--- src/hw/rtl/assert_macros.svh ---
// Assertion helpers for the RTL files; s3f_dpath includes them.
`ifndef ASSERT_MACROS_SVH
`define ASSERT_MACROS_SVH
`ifndef NO_ASSERTIONS
// Property checked at every clock edge outside reset.
`define ASSERT_RST(lbl, clk, rst_n, prop, msg) \
  lbl: assert property (@(posedge clk) disable iff (!rst_n) (prop)) else $error(msg);
// Property checked at every clock edge, reset included.
`define ASSERT_ALWAYS(lbl, clk, prop, msg) \
  lbl: assert property (@(posedge clk) (prop)) else $error(msg);
`else
`define ASSERT_RST(lbl, clk, rst_n, prop, msg)
`define ASSERT_ALWAYS(lbl, clk, prop, msg)
`endif
`endif

--- src/hw/rtl/s3f_pkg.sv ---
package s3f_pkg;

  // Default sizes of the entry pool and the ghost ring.
  localparam int ENTRIES_DEF       = 256;
  localparam int GHOST_ENTRIES_DEF = 256;
  localparam int KEY_W             = 32;
  localparam int CAP_W             = 9;
  localparam int CFG_IDX_W         = 2;

  // Configuration register indexes.
  localparam logic [CFG_IDX_W-1:0] REG_SMALL_CAP = 2'd0;
  localparam logic [CFG_IDX_W-1:0] REG_MAIN_CAP  = 2'd1;
  localparam logic [CFG_IDX_W-1:0] REG_GHOST_CAP = 2'd2;

  // Capacity values after reset.
  localparam logic [CAP_W-1:0] SMALL_CAP_RST = 9'd25;
  localparam logic [CAP_W-1:0] MAIN_CAP_RST  = 9'd230;
  localparam logic [CAP_W-1:0] GHOST_CAP_RST = 9'd230;

  localparam logic [1:0] FREQ_MAX = 2'd3;

  // Request operations.
  localparam logic OPER_PUT = 1'b0;
  localparam logic OPER_GET = 1'b1;

  // Outcome codes.
  localparam logic [1:0] OUT_HIT      = 2'd0;
  localparam logic [1:0] OUT_GHOST    = 2'd1;
  localparam logic [1:0] OUT_SMALL    = 2'd2;
  localparam logic [1:0] OUT_GET_MISS = 2'd3;

  typedef struct packed {
    logic             operation;
    logic [KEY_W-1:0] access_key;
  } in_req_t;

  typedef struct packed {
    logic [1:0]       outcome;
    logic             evicted_valid;
    logic [KEY_W-1:0] evicted_key;
    logic             evicted_to_ghost;
  } out_res_t;

  // One entry of the key pool.
  typedef struct packed {
    logic             valid;
    logic [1:0]       freq;
    logic [KEY_W-1:0] key;
  } ent_t;

  // Datapath commands issued by the controller.
  typedef enum logic [4:0] {
    OP_NONE, OP_CLEAR, OP_ACCEPT, OP_LOOK, OP_DECIDE, OP_GLOOK, OP_GSRD, OP_GSWR,
    OP_GDEC, OP_INSM, OP_INSS, OP_SPOP, OP_SEVAL, OP_GTRIM, OP_GPUSH, OP_CPOP,
    OP_CEVAL, OP_EMIT
  } dp_op_e;

  // Datapath status seen by the controller.
  typedef struct packed {
    logic clr_done;
    logic look_done;
    logic hit;
    logic is_get;
    logic free_ok;
    logic g_done;
    logic g_match;
    logic shift_more;
    logic main_over;
    logic small_over;
    logic freq_zero;
    logic out_free;
  } dp_stat_t;

endpackage

--- src/hw/rtl/s3f_ctrl.sv ---
module s3f_ctrl import s3f_pkg::*; (
  input  logic     clk_i,
  input  logic     rst_ni,
  input  logic     in_valid_i,
  output logic     in_ready_o,
  input  dp_stat_t stat_i,
  output dp_op_e   op_o
);

  typedef enum logic [21:0] {
    S_CLEAR  = 22'd1 << 0,
    S_IDLE   = 22'd1 << 1,
    S_LOOK   = 22'd1 << 2,
    S_DECIDE = 22'd1 << 3,
    S_GLOOK  = 22'd1 << 4,
    S_GSHCHK = 22'd1 << 5,
    S_GSRD   = 22'd1 << 6,
    S_GSWR   = 22'd1 << 7,
    S_GDEC   = 22'd1 << 8,
    S_INSM   = 22'd1 << 9,
    S_MCHK   = 22'd1 << 10,
    S_INSS   = 22'd1 << 11,
    S_SCHK   = 22'd1 << 12,
    S_SRD    = 22'd1 << 13,
    S_SPOP   = 22'd1 << 14,
    S_SEVAL  = 22'd1 << 15,
    S_GTRIM  = 22'd1 << 16,
    S_GPUSH  = 22'd1 << 17,
    S_CRD    = 22'd1 << 18,
    S_CPOP   = 22'd1 << 19,
    S_CEVAL  = 22'd1 << 20,
    S_DONE   = 22'd1 << 21
  } state_e;

  state_e state_q, state_d;

  assign in_ready_o = (state_q == S_IDLE);

  // Sequencing of one request through lookup, ghost search and queue updates.
  always_comb begin
    state_d = state_q;
    op_o    = OP_NONE;
    unique case (state_q)
      S_CLEAR: begin
        op_o = OP_CLEAR;
        if (stat_i.clr_done) state_d = S_IDLE;
      end
      S_IDLE: begin
        if (in_valid_i) begin
          op_o    = OP_ACCEPT;
          state_d = S_LOOK;
        end
      end
      S_LOOK: begin
        op_o = OP_LOOK;
        if (stat_i.look_done) state_d = S_DECIDE;
      end
      S_DECIDE: begin
        op_o    = OP_DECIDE;
        state_d = (stat_i.hit || stat_i.is_get) ? S_DONE : S_GLOOK;
      end
      S_GLOOK: begin
        op_o = OP_GLOOK;
        if (stat_i.g_done) begin
          if (stat_i.g_match)      state_d = S_GSHCHK;
          else if (stat_i.free_ok) state_d = S_INSS;
          else                     state_d = S_DONE;
        end
      end
      S_GSHCHK: state_d = stat_i.shift_more ? S_GSRD : S_GDEC;
      S_GSRD:   state_d = S_GSWR;
      S_GSWR: begin
        op_o    = OP_GSWR;
        state_d = S_GSHCHK;
      end
      S_GDEC: begin
        op_o    = OP_GDEC;
        state_d = stat_i.free_ok ? S_INSM : S_DONE;
      end
      S_INSM: begin
        op_o    = OP_INSM;
        state_d = S_MCHK;
      end
      S_MCHK: state_d = stat_i.main_over ? S_CRD : S_DONE;
      S_INSS: begin
        op_o    = OP_INSS;
        state_d = S_SCHK;
      end
      S_SCHK: state_d = stat_i.small_over ? S_SRD : S_DONE;
      S_SRD:  state_d = S_SPOP;
      S_SPOP: begin
        op_o    = OP_SPOP;
        state_d = S_SEVAL;
      end
      S_SEVAL: begin
        op_o    = OP_SEVAL;
        state_d = stat_i.freq_zero ? S_GTRIM : S_MCHK;
      end
      S_GTRIM: begin
        op_o    = OP_GTRIM;
        state_d = S_GPUSH;
      end
      S_GPUSH: begin
        op_o    = OP_GPUSH;
        state_d = S_DONE;
      end
      S_CRD:  state_d = S_CPOP;
      S_CPOP: begin
        op_o    = OP_CPOP;
        state_d = S_CEVAL;
      end
      S_CEVAL: begin
        op_o    = OP_CEVAL;
        state_d = stat_i.freq_zero ? S_DONE : S_CRD;
      end
      S_DONE: begin
        if (stat_i.out_free) begin
          op_o    = OP_EMIT;
          state_d = S_IDLE;
        end
      end
      default: state_d = S_CLEAR;
    endcase
    if (state_q == S_GSRD) op_o = OP_GSRD;
  end

  always_ff @(posedge clk_i or negedge rst_ni) begin
    if (!rst_ni) begin
      state_q <= S_CLEAR;
    end else begin
      state_q <= state_d;
    end
  end

endmodule

--- config.mk ---
export PLATFORM = sky130hd
export DESIGN_NAME = s3f_ctrl
export DESIGN_NICKNAME = d
export VERILOG_FILES = /design/src/hw/rtl/assert_macros.svh /design/src/hw/rtl/s3f_pkg.sv /design/src/hw/rtl/s3f_ctrl.sv
export SDC_FILE = /design/constraint.sdc
export NUM_CORES = 1
export LEC_CHECK = 0
export BUFFER_PORTS_ARGS = -buffer_cell sky130_fd_sc_hd__buf_2
export CAP_MARGIN = 0
export CORE_MARGIN = 1.5
export CORE_UTILIZATION = 60
export CTS_BUF_LIST = sky130_fd_sc_hd__clkbuf_16
export DETAILED_ROUTE_END_ITERATION = 7
export GPL_TIMING_DRIVEN = 0
export PLACE_DENSITY = 0.91
export SYNTH_ARGS = -nofsm -noshare
export SYNTH_HDL_FRONTEND = slang
export SYNTH_SLANG_ARGS = --single-unit
--- constraint.sdc ---
create_clock -name clk_i -period 5.2 [get_ports clk_i]
set_clock_uncertainty 0.15 [all_clocks]
set_input_delay 0.78 -clock clk_i [delete_from_list [all_inputs] [get_ports clk_i]]
set_output_delay 0.78 -clock clk_i [all_outputs]
set_load 0.005 [all_outputs]
==> qor.csv <==
metric;value;unit
hold slack;0.335;ns
PD cells;349;nW/µm²
Synth top area share;34.5;%
non-filler instance count after layout;229;
Max Cap Viol;0;
outcome;complete, no violations;
synth-to-layout area growth;14.2;%
root buffer cell;clkbuf_16;
via/cell ratio;7.03;
drt pass-1 iters;5;
most used cell, CP;nand3_1;
GRT busiest layer;met2;
Net Sw Frac;37.4;%
Mean Syn Cell Area;8.72;µm²
Slew Limit Headroom;41.3;%
Worst path slowest cell;or4_4;
Hold Violations, Final;0;
cell row count;18;
multi-input logic area;916;µm²
die area;2850;µm²
most frequent cells after synthesis;dfrtp_1, nor2_1, nor3_1;
PortBufs;20;
die height;53.4;µm
Worst-path clk slew;0.06;ns
setup bufs post-CTS;0;
crit path capture type;output port;
Fmax;265;MHz
ys flop type;dfrtp_1;
Reg with most FFs;state_q;
worst setup margin;1.42;ns
cells after synthesis;175;
antenna-violating nets left;0;
max-slew violation count;0;
Comb pwr share;40.4;%
Die W;53.4;µm
antenna violations before repair;0;
Data arrival, critical path;2.85;ns
Iter 0 DRT Violations;136;
critical path, cell by cell;clkbuf_1 -> or4_4 -> nor4_4 -> nand3_2 -> nor3_1 -> nand3_1 -> nand3_1 -> buf_2;
Top Registers;state_q (22);
Setup TNS;0;ns
Post-DP HPWL;3.08;mm
layout cell share with drive strength beyond 1;18.6;%
Longest Clk Path Bufs;2;
crit path kind;reg2out;
Worst Path Buf+Inv;2;
Resized Gates After CTS;0;
Peak VDD IR;0.283;mV
Congestion Overflow GR;0;
H-tree depth;1;
Post-synth ARST share;100;%
Critical Path Max Stage Delay;0.62;ns
P_leak;0.787;nW
placed instance area;1660;µm²
number of synthesized flops with an enable pin;0;
via count;1611;
Sequential Area;552;µm²
Synth warnings;0;
Largest register FFs;22;
Final GP Congestion;0.965;
Hold Buf Count CTS;0;
Synth area leader;dfrtp_1;
total power;0.608;mW
unrepaired setup endpoints after global routing;no;
Net Switching;0.227;mW
Boundary Pins;21;
GRT Total Usage;33.4;%
CP required;4.27;ns
Netlist cell types;50;
Final Util;71.6;%
CTS tree;done;
starting density of the core;62.7;%
DR WL/cell;18.9;µm
vias in the first global route;1469;
Mapped Area;1530;µm²
clock latency on the worst-skew pair;0.26;ns
Final setup viols;0;
Clock power frac;27.3;%
met3 usage;4.52;%
Area contributors post-synth;dfrtp_1, nor2_1, nor3_1;
Least-Margin Pin Slew;0.873;ns
Sink Count;22;
DRC violations left;0;
met2 Use GR;54.1;%
FILL cells;188;
Power Internal;0.380;mW
final wirelength;4.34;mm
Yosys reg bits;22;
fin crit period;3.78;ns
Setup crit start kind;register;
largest net degree at the start of global routing;23;
maximum fanout along the worst path;9;
met1 usage;42.9;%
post-route cell area;1740;µm²
nets;215;
sequential fraction of the synthesis area;36.2;%
CP delay by family, top;simple AND/OR/NAND/NOR gates;
Antenna Cells;0;
CTS Buf Count;3;
Syn Nets;190;
worst min path class;in2async;
core region area;2430;µm²
most numerous cell in the Yosys netlist;dfrtp_1;
crit share post-route;72.7;%
Setup WS pre-CTS;1.83;ns
Seq pwr share;32.3;%
placed insts;225;
first-pass GRT wire length;6.75;mm
## power groups by stage
stage	Sequential (mW)	Combinational (mW)	Clock [mW]
final	0.196	0.246	0.166
after global routing	0.196	0.262	0.172
after CTS	0.195	0.237	0.164
after detailed placement	0.197	0.234	0
after global placement	0.196	0.224	0
after floorplan	0.195	0.169	0
## metal layers
layer | up-vias | part of all wire (%)
met5 | - | 0
met4 | 0 | 2.9
met3 | 17 | 10
met2 | 116 | 48
met1 | 760 | 38
li1 | 718 | -
## worst register-to-register path, stage by stage, from the launching register on
cell,delay [ns]
dfrtp_1,0.36
clkbuf_1,0.20
nor4_1,0.68
nand4_1,0.20
or4_1,0.61
nand4_1,0.28
o21ai_0,0.14
o2bb2ai_1,0.14
## layout make-up
class / count / area share, %
inverter: 4 / 0.862
clock inverter: 1 / 0.216
multi-input combinational: 138 / 52.6
sequential: 22 / 31.7
timing repair buffer: 20 / 5.75
buffer: 11 / 2.44
clock buffer: 3 / 4.31
tap: 30 / 2.16
## placed cells by master, fill, tap and decap left out, drive strengths merged, types with 4 or more instances in the layout
master | netlist | routed
nand4 | 7 | 7
nor4b | 6 | 6
nor2 | 18 | 18
xnor2 | 4 | 4
buf | 1 | 21
and2 | 4 | 4
inv | 4 | 4
or4 | 7 | 7
dfrtp | 21 | 21
nand2 | 10 | 10
nor4 | 8 | 8
nor3 | 13 | 13
nand3 | 10 | 10
nand2b | 5 | 5
nand4b | 4 | 4
clkbuf | 10 | 13
## cell families after synthesis
kind of cell              after synthesis  synth area share, %
AOI/OAI and AO/OA                      22                 10.4
xor gates and xnor gates                7                 4.02
buffers and inverters                  15                 3.77
DFF                                    22                 36.2
muxes                                   1                0.656
and+or+nand+nor                       108                 45.0
## final timing paths
| check | from | endpoint | slack (ns) | cells past startpoint |
|---|---|---|---|---|
| setup / recovery | state_q[4] | op_o[3] | 1.42 | 8 |
| hold / removal | rst_ni | state_q[2] | 0.34 | 1 |
| setup reg to reg | state_q[12] | state_q[1] | 2.34 | 7 |
| hold reg to reg | state_q[19] | state_q[20] | 0.47 | 2 |
| max in group asynchronous | rst_ni | state_q[0] | 4.21 | 1 |
| min in group clk_i | state_q[19] | state_q[20] | 0.47 | 2 |
Power figures use the tool's default switching activity.
